## src/hw/rtl/otb_pkg.sv

```systemverilog
// Shared types and codes for the one-shot timer bank.
`default_nettype none

package otb_pkg;

    localparam int MAX_RESULTS = 8;
    localparam int RES_CNT_W   = $clog2(MAX_RESULTS + 1);

    localparam logic [1:0] CMD_START = 2'd0;
    localparam logic [1:0] CMD_STOP  = 2'd1;
    localparam logic [1:0] CMD_TICK  = 2'd2;

    localparam logic [1:0] KIND_STARTED = 2'd0;
    localparam logic [1:0] KIND_NO_FREE = 2'd1;
    localparam logic [1:0] KIND_EXPIRED = 2'd2;

    typedef struct packed {
        logic [1:0] kind;
        logic [2:0] slot;
        logic       last;
    } res_t;

    typedef struct packed {
        logic push;
        res_t res;
    } out_req_t;

endpackage

`default_nettype wire

```

## src/hw/rtl/one_shot_timer_bank.sv

```systemverilog
// Top level of the one-shot timer bank: stream ports and result output register.
`default_nettype none

// A bank of NUM_TIMERS one-shot countdown timers, all idle after reset. The
// input word carries a command (start, stop, tick). Start takes the lowest idle
// timer and returns its number (or a no-free status); stop clears a timer and
// returns nothing; tick counts every running timer down once and returns one
// word per expiry in ascending timer order, tlast on the final one. The block
// takes one command at a time. A start scans the timers from the lowest
// upward to the first idle one (at most NUM_TIMERS are scanned). A tick reads
// one counter per cycle from the count memory and decrements it in the single
// shared unit, but a full result register downstream stalls the scan. At most 8
// expiries are reported per tick; further expiring timers still go idle.
module one_shot_timer_bank #(
    parameter int NUM_TIMERS  = 8,
    parameter int COUNT_WIDTH = 16
) (
    input  wire logic        clk,
    input  wire logic        rst_n,
    input  wire logic        s_axis_tvalid,
    output logic             s_axis_tready,
    input  wire logic [23:0] s_axis_tdata,  // interval[15:0], timer_id[18:16]
    input  wire logic [1:0]  s_axis_tuser,  // command[1:0]
    output logic             m_axis_tvalid,
    input  wire logic        m_axis_tready,
    output logic      [7:0]  m_axis_tdata,  // slot[2:0]
    output logic      [1:0]  m_axis_tuser,  // kind[1:0]
    output logic             m_axis_tlast
);

    import otb_pkg::*;

    localparam int IDX_W = (NUM_TIMERS > 1) ? $clog2(NUM_TIMERS) : 1;
    localparam int CNT_W = $clog2(NUM_TIMERS + 1);

    out_req_t               out_req;
    logic                   can_load;
    logic                   m_valid_reg, m_valid_next;
    res_t                   res_reg, res_next;

    logic                   rd_en;
    logic [IDX_W-1:0]       rd_addr;
    logic [COUNT_WIDTH-1:0] rd_data;
    logic                   wr_en;
    logic [IDX_W-1:0]       wr_addr;
    logic [COUNT_WIDTH-1:0] wr_data;

    otb_seq #(
        .NUM_TIMERS  (NUM_TIMERS),
        .COUNT_WIDTH (COUNT_WIDTH),
        .IDX_W       (IDX_W),
        .CNT_W       (CNT_W)
    ) u_seq (
        .clk      (clk),
        .rst_n    (rst_n),
        .s_valid  (s_axis_tvalid),
        .s_ready  (s_axis_tready),
        .command  (s_axis_tuser),
        .interval (s_axis_tdata[15:0]),
        .timer_id (s_axis_tdata[18:16]),
        .can_load (can_load),
        .out_req  (out_req),
        .rd_en    (rd_en),
        .rd_addr  (rd_addr),
        .rd_data  (rd_data),
        .wr_en    (wr_en),
        .wr_addr  (wr_addr),
        .wr_data  (wr_data)
    );

    otb_mem #(
        .DEPTH (NUM_TIMERS),
        .WIDTH (COUNT_WIDTH),
        .AW    (IDX_W)
    ) u_mem (
        .clk     (clk),
        .rd_en   (rd_en),
        .rd_addr (rd_addr),
        .rd_data (rd_data),
        .wr_en   (wr_en),
        .wr_addr (wr_addr),
        .wr_data (wr_data)
    );

    assign can_load = !m_valid_reg || m_axis_tready;

    always_comb
    begin
        m_valid_next = m_valid_reg;
        res_next     = res_reg;
        if (out_req.push)
        begin
            m_valid_next = 1'b1;
            res_next     = out_req.res;
        end
        else if (m_axis_tready)
        begin
            m_valid_next = 1'b0;
        end
    end

    always_ff @(posedge clk or negedge rst_n)
    begin
        if (!rst_n)
        begin
            m_valid_reg <= 1'b0;
            res_reg     <= '0;
        end
        else
        begin
            m_valid_reg <= m_valid_next;
            res_reg     <= res_next;
        end
    end

    assign m_axis_tvalid = m_valid_reg;
    assign m_axis_tdata  = {5'd0, res_reg.slot};
    assign m_axis_tuser  = res_reg.kind;
    assign m_axis_tlast  = res_reg.last;

endmodule

`default_nettype wire

```

## src/hw/rtl/otb_mem.sv

```systemverilog
// Count memory: one write port, one registered read port.
`default_nettype none

module otb_mem #(
    parameter int DEPTH = 8,
    parameter int WIDTH = 16,
    parameter int AW    = 3
) (
    input  wire logic             clk,
    input  wire logic             rd_en,
    input  wire logic [AW-1:0]    rd_addr,
    output logic      [WIDTH-1:0] rd_data,
    input  wire logic             wr_en,
    input  wire logic [AW-1:0]    wr_addr,
    input  wire logic [WIDTH-1:0] wr_data
);

    logic [WIDTH-1:0] mem [DEPTH];
    logic [WIDTH-1:0] rd_data_reg;

    always_ff @(posedge clk)
    begin
        if (wr_en)
        begin
            mem[wr_addr] <= wr_data;
        end
        if (rd_en)
        begin
            rd_data_reg <= mem[rd_addr];
        end
    end

    assign rd_data = rd_data_reg;

endmodule

`default_nettype wire

```

## src/hw/rtl/otb_seq.sv

```systemverilog
// Sequencer: busy bits, timer scan, shared decrement unit and result ordering.
`default_nettype none

module otb_seq #(
    parameter int NUM_TIMERS  = 8,
    parameter int COUNT_WIDTH = 16,
    parameter int IDX_W       = 3,
    parameter int CNT_W       = 4
) (
    input  wire logic                   clk,
    input  wire logic                   rst_n,
    input  wire logic                   s_valid,
    output logic                        s_ready,
    input  wire logic [1:0]             command,
    input  wire logic [15:0]            interval,
    input  wire logic [2:0]             timer_id,
    input  wire logic                   can_load,
    output otb_pkg::out_req_t           out_req,
    output logic                        rd_en,
    output logic      [IDX_W-1:0]       rd_addr,
    input  wire logic [COUNT_WIDTH-1:0] rd_data,
    output logic                        wr_en,
    output logic      [IDX_W-1:0]       wr_addr,
    output logic      [COUNT_WIDTH-1:0] wr_data
);

    import otb_pkg::*;

    typedef enum logic [3:0] {
        ST_IDLE  = 4'b0001,
        ST_START = 4'b0010,
        ST_TICK  = 4'b0100,
        ST_FLUSH = 4'b1000
    } state_t;

    localparam logic [CNT_W-1:0] SCAN_END = CNT_W'(NUM_TIMERS);
    localparam logic [31:0] COUNT_MASK = 32'((64'(1) << COUNT_WIDTH) - 64'(1));

    state_t                   state_reg, state_next;
    logic [CNT_W-1:0]         scan_reg, scan_next;
    logic [NUM_TIMERS-1:0]    busy_reg, busy_next;
    logic [COUNT_WIDTH-1:0]   ivl_reg, ivl_next;
    logic                     rd_vld_reg, rd_vld_next;
    logic [IDX_W-1:0]         rd_idx_reg, rd_idx_next;
    logic [RES_CNT_W-1:0]     n_reg, n_next;
    logic                     held_vld_reg, held_vld_next;
    logic [2:0]               held_slot_reg, held_slot_next;

    logic [IDX_W-1:0]         scan_idx;
    logic [IDX_W+2:0]         scan_ext;
    logic [IDX_W+2:0]         rd_idx_ext;
    logic [IDX_W+2:0]         tid_ext;
    logic                     tid_ok;
    logic [31:0]              ivl_wide;
    logic [31:0]              ivl_sat;
    logic [COUNT_WIDTH-1:0]   dec;
    logic                     report;
    logic                     stall;

    assign scan_idx   = scan_reg[IDX_W-1:0];
    assign scan_ext   = (IDX_W + 3)'(scan_idx);
    assign rd_idx_ext = (IDX_W + 3)'(rd_idx_reg);
    assign tid_ext    = (IDX_W + 3)'(timer_id);
    assign tid_ok     = 32'(timer_id) < 32'(NUM_TIMERS);

    assign ivl_wide = 32'(interval);

    always_comb
    begin
        ivl_sat = (ivl_wide > COUNT_MASK) ? COUNT_MASK : ivl_wide;
        if (ivl_sat == 32'd0)
        begin
            ivl_sat = 32'd1;
        end
    end

    assign dec    = rd_data - COUNT_WIDTH'(1);
    assign report = rd_vld_reg && busy_reg[rd_idx_reg] && (dec == '0)
                    && (n_reg < RES_CNT_W'(MAX_RESULTS));
    assign stall  = report && held_vld_reg && !can_load;

    assign s_ready = (state_reg == ST_IDLE);

    always_comb
    begin
        state_next     = state_reg;
        scan_next      = scan_reg;
        busy_next      = busy_reg;
        ivl_next       = ivl_reg;
        rd_vld_next    = rd_vld_reg;
        rd_idx_next    = rd_idx_reg;
        n_next         = n_reg;
        held_vld_next  = held_vld_reg;
        held_slot_next = held_slot_reg;
        rd_en          = 1'b0;
        rd_addr        = scan_idx;
        wr_en          = 1'b0;
        wr_addr        = scan_idx;
        wr_data        = ivl_reg;
        out_req        = '0;

        case (state_reg)
            ST_IDLE:
            begin
                if (s_valid)
                begin
                    case (command)
                        CMD_START:
                        begin
                            ivl_next   = COUNT_WIDTH'(ivl_sat);
                            scan_next  = '0;
                            state_next = ST_START;
                        end
                        CMD_STOP:
                        begin
                            if (tid_ok)
                            begin
                                busy_next[tid_ext[IDX_W-1:0]] = 1'b0;
                            end
                        end
                        CMD_TICK:
                        begin
                            scan_next     = '0;
                            rd_vld_next   = 1'b0;
                            n_next        = '0;
                            held_vld_next = 1'b0;
                            state_next    = ST_TICK;
                        end
                        default:
                        begin
                        end
                    endcase
                end
            end
            ST_START:
            begin
                if (scan_reg == SCAN_END)
                begin
                    if (can_load)
                    begin
                        out_req.push     = 1'b1;
                        out_req.res.kind = KIND_NO_FREE;
                        out_req.res.slot = 3'd0;
                        out_req.res.last = 1'b1;
                        state_next       = ST_IDLE;
                    end
                end
                else if (!busy_reg[scan_idx])
                begin
                    if (can_load)
                    begin
                        wr_en               = 1'b1;
                        busy_next[scan_idx] = 1'b1;
                        out_req.push        = 1'b1;
                        out_req.res.kind    = KIND_STARTED;
                        out_req.res.slot    = scan_ext[2:0];
                        out_req.res.last    = 1'b1;
                        state_next          = ST_IDLE;
                    end
                end
                else
                begin
                    scan_next = scan_reg + CNT_W'(1);
                end
            end
            ST_TICK:
            begin
                if (!stall)
                begin
                    if (rd_vld_reg && busy_reg[rd_idx_reg])
                    begin
                        wr_en   = 1'b1;
                        wr_addr = rd_idx_reg;
                        wr_data = dec;
                        if (dec == '0)
                        begin
                            busy_next[rd_idx_reg] = 1'b0;
                        end
                    end
                    if (report)
                    begin
                        if (held_vld_reg)
                        begin
                            out_req.push     = 1'b1;
                            out_req.res.kind = KIND_EXPIRED;
                            out_req.res.slot = held_slot_reg;
                            out_req.res.last = 1'b0;
                        end
                        held_vld_next  = 1'b1;
                        held_slot_next = rd_idx_ext[2:0];
                        n_next         = n_reg + RES_CNT_W'(1);
                    end
                    if (scan_reg != SCAN_END)
                    begin
                        rd_en       = 1'b1;
                        rd_addr     = scan_idx;
                        rd_idx_next = scan_idx;
                        rd_vld_next = 1'b1;
                        scan_next   = scan_reg + CNT_W'(1);
                    end
                    else
                    begin
                        rd_vld_next = 1'b0;
                        if (!rd_vld_reg)
                        begin
                            state_next = ST_FLUSH;
                        end
                    end
                end
            end
            ST_FLUSH:
            begin
                if (!held_vld_reg)
                begin
                    state_next = ST_IDLE;
                end
                else if (can_load)
                begin
                    out_req.push     = 1'b1;
                    out_req.res.kind = KIND_EXPIRED;
                    out_req.res.slot = held_slot_reg;
                    out_req.res.last = 1'b1;
                    held_vld_next    = 1'b0;
                    state_next       = ST_IDLE;
                end
            end
            default:
            begin
                state_next = ST_IDLE;
            end
        endcase
    end

    always_ff @(posedge clk or negedge rst_n)
    begin
        if (!rst_n)
        begin
            state_reg     <= ST_IDLE;
            scan_reg      <= '0;
            busy_reg      <= '0;
            ivl_reg       <= '0;
            rd_vld_reg    <= 1'b0;
            rd_idx_reg    <= '0;
            n_reg         <= '0;
            held_vld_reg  <= 1'b0;
            held_slot_reg <= '0;
        end
        else
        begin
            state_reg     <= state_next;
            scan_reg      <= scan_next;
            busy_reg      <= busy_next;
            ivl_reg       <= ivl_next;
            rd_vld_reg    <= rd_vld_next;
            rd_idx_reg    <= rd_idx_next;
            n_reg         <= n_next;
            held_vld_reg  <= held_vld_next;
            held_slot_reg <= held_slot_next;
        end
    end

endmodule

`default_nettype wire
```

## config.mk

```make
export PLATFORM = sky130hd
export DESIGN_NAME = one_shot_timer_bank
export DESIGN_NICKNAME = d
export VERILOG_FILES = /design/src/hw/rtl/otb_pkg.sv /design/src/hw/rtl/one_shot_timer_bank.sv /design/src/hw/rtl/otb_mem.sv /design/src/hw/rtl/otb_seq.sv
export SDC_FILE = /design/constraint.sdc
export NUM_CORES = 1
export LEC_CHECK = 0
export BUFFER_PORTS_ARGS = -buffer_cell sky130_fd_sc_hd__buf_2
export CORE_UTILIZATION = 61
export CTS_CLUSTER_DIAMETER = 120
export DETAILED_ROUTE_END_ITERATION = 10
export PLACE_DENSITY_LB_ADDON = 0.08
export SLEW_MARGIN = 20
export SYNTH_ARGS = -nofsm -noshare
export SYNTH_HDL_FRONTEND = slang
export SYNTH_SLANG_ARGS = --single-unit
```

## constraint.sdc

```tcl
create_clock -name clk -period 5.19 [get_ports clk]
set_clock_uncertainty 0.1 [all_clocks]
set_input_delay 0.519 -clock clk [delete_from_list [all_inputs] [get_ports clk]]
set_output_delay 0.519 -clock clk [all_outputs]
set_load 0.05 [all_outputs]
```

After elaboration in Yosys (flattened, before gate mapping)
Memories as Yosys holds them, arrays and structs flattened. A register that Yosys moved wholly into a read port is not among the register bits.
Index checks and enable logic that the tools add are counted.
{ "word_totals": {"output_inout_bits": 13, "inputBits": 30, "mem_bits_ro": 0, "latch_bits": 0, "reg_bits": 51, "ram_bits": 128, "mem_count": 1} }
{ "op_classes": {"bitwise_logic": 6, "muxes": 81, "add_sub_neg": 3, "eq_ne": 25, "div": 0, "n_reduce_logical": 28, "shift": 0, "n_mul": 0, "n_lt_le_gt_ge": 8} }
{ "memory_table": {"columns": ["name", "depth", "word_bits", "read_ports", "rd_clocked_by_memory_dff", "wr", "line_no", "source"], "rows": [
  ["u_mem.mem", 8, 16, 1, 1, 1, "otb_mem.sv:18", "logic [WIDTH-1:0] mem [DEPTH];"]
]} }
{ "op_table": {"columns": ["operator", "n"], "rows": [
  ["$mux W16", 5],
  ["$mux W4", 18],
  ["$mux W8", 8],
  ["$mux W7", 9],
  ["$logic_not A32 Y1", 1],
  ["$mux W1", 24],
  ["$pmux W8 S3", 1],
  ["$pmux W7 S3", 1],
  ["$and A8 B8 Y8", 2],
  ["$gt A16 B16 Y1 const B", 1],
  ["$logic_not A16 Y1", 1],
  ["$ne A2 B1 Y1 const B", 8],
  ["$not A8 Y8", 2],
  ["$pmux W4 S2", 2],
  ["$pmux W4 S4", 1],
  ["$sub A16 B1 Y16 const B", 1],
  ["$ne A2 B2 Y1 const B", 7],
  ["$lt A3 B4 Y1 const B", 3],
  ["$pmux W4 S3", 1],
  ["$reduce_and A5 Y1", 2],
  ["$demux W1 S3", 3],
  ["$ge A3 B1 Y1 const B", 3],
  ["$mux W3", 3],
  ["$reduce_and A3 Y1", 3],
  ["27 further kinds", 41]
]} }

Longest topological paths before layout
{ "depth": {"depth_word": 11, "ltp_mapped": 11, "depth_no_buf": 9} }

Hierarchy
Synthesis repeated with hierarchy kept, for this count alone.
{ "unflattened": {"hier_cells": 588, "hier_area_um2": 8992.4} }
{ "modules_own_cells": {"columns": ["module", "cells_per_inst", "n_inst", "area_per_inst_um2"], "rows": [
  ["otb_mem", 214, 1, 5454.0],
  ["otb_seq", 352, 1, 3208.1],
  ["one_shot_timer_bank", 22, 1, 330.3]
]} }

Worst setup path after synthesis
OpenSTA, ideal clock, no wires.
{ "synth_path": {"kind": "flip-flop to flip-flop", "start": "register u_mem.rd_data_reg[0], in the netlist u_mem.rd_data[0] (read register of u_mem.mem)", "end": "memory u_mem.mem[2][0] (enable)", "synth_period_minus_slack_ns": 3.734, "t_arrival_ns": 3.220, "path_slack_ns": 1.456, "setup_ns": 0.414, "required_time_ns": 4.676, "stages_incl_launch_ff": 10, "cell_sequence": "edfxtp_1 -> inv_1 -> ha_1 -> nor3b_1 -> nand2_1 -> a21o_1 -> nand4_1 -> o211ai_1 -> clkbuf_1 -> o31ai_1"} }
{ "synth_between": {"elab_chain_cells": 10, "word_cells_on_any_way": 12, "classes_between": "add/sub (1); mux (6); reduce/logical (5)"} }
{ "synth_rtl": {"columns": ["item", "line_no", "source"], "rows": [
  ["from (decl)", "otb_mem.sv:19", "logic [WIDTH-1:0] rd_data_reg;"],
  ["$sub A16 B1 Y16 *", "otb_seq.sv:77", "assign dec = rd_data - COUNT_WIDTH'(1);"],
  ["$logic_not A16 Y1 *", "otb_seq.sv:78", "assign report = rd_vld_reg && busy_reg[rd_idx_reg] && (dec == '0)"],
  ["$logic_and A1 B1 Y1 *", "otb_seq.sv:78", null],
  ["$logic_and A1 B1 Y1 *", "otb_seq.sv:79", "&& (n_reg < RES_CNT_W'(MAX_RESULTS));"],
  ["$logic_and A1 B1 Y1 * (2 in a row)", "otb_seq.sv:80", "assign stall = report && held_vld_reg && !can_load;"],
  ["$mux W1", "otb_seq.sv:168", "if (!stall)"],
  ["$pmux W1 S2", "otb_seq.sv:102", "case (state_reg)"],
  ["$mux W1", "otb_mem.sv:23", "if (wr_en)"],
  ["$mux W1 (not written as such)", "otb_mem.sv:25", "mem[wr_addr] <= wr_data;"],
  ["to (decl)", "otb_mem.sv:18", null]
]} }
Every way passes the cells marked *; elsewhere a longest branch is shown, timed or not.

Worst setup path in the final report
{ "layout_path": {"start": "register u_mem.rd_data_reg[0], in the netlist u_mem.rd_data[0] (read register of u_mem.mem)", "end": "memory u_mem.mem[6][4] (data pin)"} }
{ "layout_between": {"elab_chain_cells": 8, "word_cells_on_any_way": 9, "classes_between": "add/sub (1); mux (3); reduce/logical (5)"} }
{ "layout_rtl": {"columns": ["item", "line_no", "source"], "rows": [
  ["$sub A16 B1 Y16 *", "otb_seq.sv:77", null],
  ["$logic_not A16 Y1", "otb_seq.sv:78", null],
  ["$logic_and A1 B1 Y1", "otb_seq.sv:78", null],
  ["$logic_and A1 B1 Y1", "otb_seq.sv:79", null],
  ["$logic_and A1 B1 Y1 (2 in a row)", "otb_seq.sv:80", null],
  ["$mux W16 *", "otb_seq.sv:168", null],
  ["$mux W16 *", "otb_seq.sv:102", null],
  ["via u_mem.wr_data[4]", "otb_mem.sv:15", "input wire logic [WIDTH-1:0] wr_data"]
]} }
Mark *: on every way through the listed nets, which the timed path passes. The rest lies on a longest branch.

==> impl_metrics.tcl <==
set metrics [dict create \
    status "complete, no violations" \
    yosys.area.top_type_share_pct 51.1 \
    largest_register_ffs 128 \
    die_x_um 120 \
    post_synth_num_cell_types 64 \
    ios 43 \
    design_power_total_uw 4380 \
    timing.setup.tns_ns 0 \
    clk_pin_slew_ns 0.07 \
    crit_chain "inv_1, ha_1, nor3b_1, a31o_2, and4_1, nand4_1, o211ai_1, buf_4, o21ai_0" \
    synthArstFlopShare_pct 26.2 \
    synth_top_area_cell "edfxtp_1" \
    r2r_cells 9 \
    yosys_warnings 0 \
    synth_common_cells "edfxtp_1, a22oi_1, nand2_1" \
    worst_slew_pin_slew_ns 1.14 \
    hold_violations 0 \
    post_cts_resized 0 \
    syn-mean-instance-area_um2 13.3 \
    cts_max_path_buffers 2 \
    dp_hpwl_um 12000 \
    fin_cells 858 \
    place_inst 826 \
    worstPathArrival_ns 4.06 \
    grt_start_max_net_pins 52 \
    end_kind "flop" \
    rsz0062_at_grt "no" \
    start_kind "flop" \
    fp.dieArea_um2 14300 \
    worst-path-max-fanout 31 \
    drt_iter0_drc 610 \
    port_buffers 32 \
    synthCells 637 \
    fin_crit_ns 4.15 \
    final_nets 704 \
    final_core_util_pct 70.7 \
    ys_seq_area_share_pct 66.2 \
    ant_nets 0 \
    routabilityCongestion 0.899 \
    final_max_slew_viol_count 0 \
    vdd_drop_max_v 0.000288 \
    yosys_most_used_dff "edfxtp_1" \
    powerDensity_nw_per_um2 463 \
    nFillCells 930 \
    final_cell_area_um2 9470 \
    vias_per_cell 6.59 \
    first_global_vias 5286 \
    slew_headroom_pct 23.3 \
    track_usage_pct 28.3 \
    synth_edf_count 144 \
    hold_path_class "in -> async" \
    clkSinkCount 195 \
    core_um2 13400 \
    syn2layout_area_growth_pct 12.0 \
    drive_above_1_share_pct 17.9 \
    worst_path_max_delay_cell "o211ai_1" \
    clk_latency_ns 0.43 \
    initial_utilization_pct 63.1 \
    vias 5654 \
    post-synth-top-count-cell "edfxtp_1" \
    cts_max_level 4 \
    gr-total-overflow 0 \
    dpl-instance-area_um2 8840 \
    fin_crit_sh_pct 80.0 \
    cp.required_ns 5.10 \
    cap_violations 0 \
    die_h_um 120 \
    cts_setup_buffers 0 \
    wirelength_um 19300 \
    slowest_delay_ns 0.75 \
    cts_root_buf "clkbuf_16" \
    p_leak_uw 0.00342 \
    cts_tree "yes" \
    drt-wirelength-per-cell_um 22.5 \
    cts_buffers 17 \
    ys_seq_elements 195 \
    antenna_found_initial 0 \
    drc_errors 0 \
    syn-cell-area_um2 8460 \
    num_rows 42 \
    fmax_mhz 241 \
    grt_pass1_wl_um 29500 \
    firstDrtPassIters 5 \
    synth_area_leaders "edfxtp_1, dfrtp_1, a22oi_1" \
    diodes 0 \
    setup_viol 0 \
    cts-hold-fix-buffers 0 \
    path_class "reg -> reg" \
]
-- logic make-up after synthesis --
family,synth area share (%)
compound gates,13.7
xor+xnor,0.932
fa+ha+maj,0.740
buf+inv,2.66
flops,66.2
mux,4.17
other cells,0.0443
simple gates,11.5
-- cell type report --
type	count	area, um^2	area share, %
inverter	16	60.1	0.634
clock buffer	18	429	4.53
tap	176	220	2.33
sequential	195	5600	59.1
timing repair buffer	44	253	2.67
multi-input combinational	395	2710	28.6
clock inverter	14	198	2.09
-- final timing paths --
check                                  from  slack [ns]           endpoint
setup / recovery           u_mem.rd_data[0]        1.04    u_mem.mem[6][4]
hold reg to reg             m_axis_tuser[1]        0.38    m_axis_tuser[1]
hold / removal                        rst_n       0.007       m_axis_tlast
min in group clk            s_axis_tdata[2]        0.24   u_seq.ivl_reg[2]
setup reg to reg           u_mem.rd_data[0]        1.04    u_mem.mem[6][4]
max in group asynchronous             rst_n        4.55  u_seq.ivl_reg[15]
-- per-layer routing --
metal	part of all wire (%)	up-vias	GRT usage, %
met5	0	-	0
met4	1.4	0	9.30
met3	8.8	23	4.90
met2	48	289	44.3
met1	42	2798	40.8
li1	-	2544	-
-- stage by stage --
stage / setup WS, ns / hold slack [ns]
after floorplan: 1.46 / 0.123
after global placement: 1.26 / 0.353
after detailed placement: 1.15 / 0.363
after CTS: 1.14 / 0.228
after global routing: 0.852 / 0.0624
final: 1.04 / 0.00685
-- critical path, delay by kind of cell (launching register included) --
family	cells	cell delay, ns
buffers and inverters	2	0.54
and+or+nand+nor	3	0.85
adders and majority gates	1	0.23
DFF	1	0.50
AOI/OAI and AO/OA	3	1.51
-- report_power, final --
| group | leakage, uW | switching [uW] | internal [uW] |
|---|---|---|---|
| Sequential | 0.00197 | 149 | 1990 |
| Clock | 0.000305 | 595 | 776 |
| Combinational | 0.00114 | 589 | 284 |
-- layout by cell type, fill, tap and decap left out, types with 4 or more instances in the layout --
cell | synthesis | layout
dfrtp_1 | 50 | 50
a21o_1 | 5 | 5
a22o_1 | 8 | 8
buf_4 | 5 | 13
inv_1 | 16 | 16
ha_1 | 5 | 5
o21ai_0 | 38 | 35
nand4_1 | 18 | 18
nand3_1 | 6 | 6
mux2_2 | 22 | 22
nand2_1 | 53 | 53
nor2_1 | 32 | 32
a21oi_1 | 12 | 12
nor2b_1 | 8 | 8
nor3_1 | 16 | 13
and3_1 | 5 | 5
clkbuf_16 | 0 | 17
or2_2 | 4 | 4
nor4_1 | 10 | 10
o211ai_1 | 4 | 4
conb_1 | 1 | 5
xnor2_1 | 6 | 6
buf_2 | 6 | 31
a32o_1 | 5 | 5
a31oi_1 | 8 | 8
a22oi_1 | 62 | 62
edfxtp_1 | 144 | 144
nand2b_1 | 4 | 4
o41ai_1 | 4 | 4
Power figures use the tool's default switching activity.
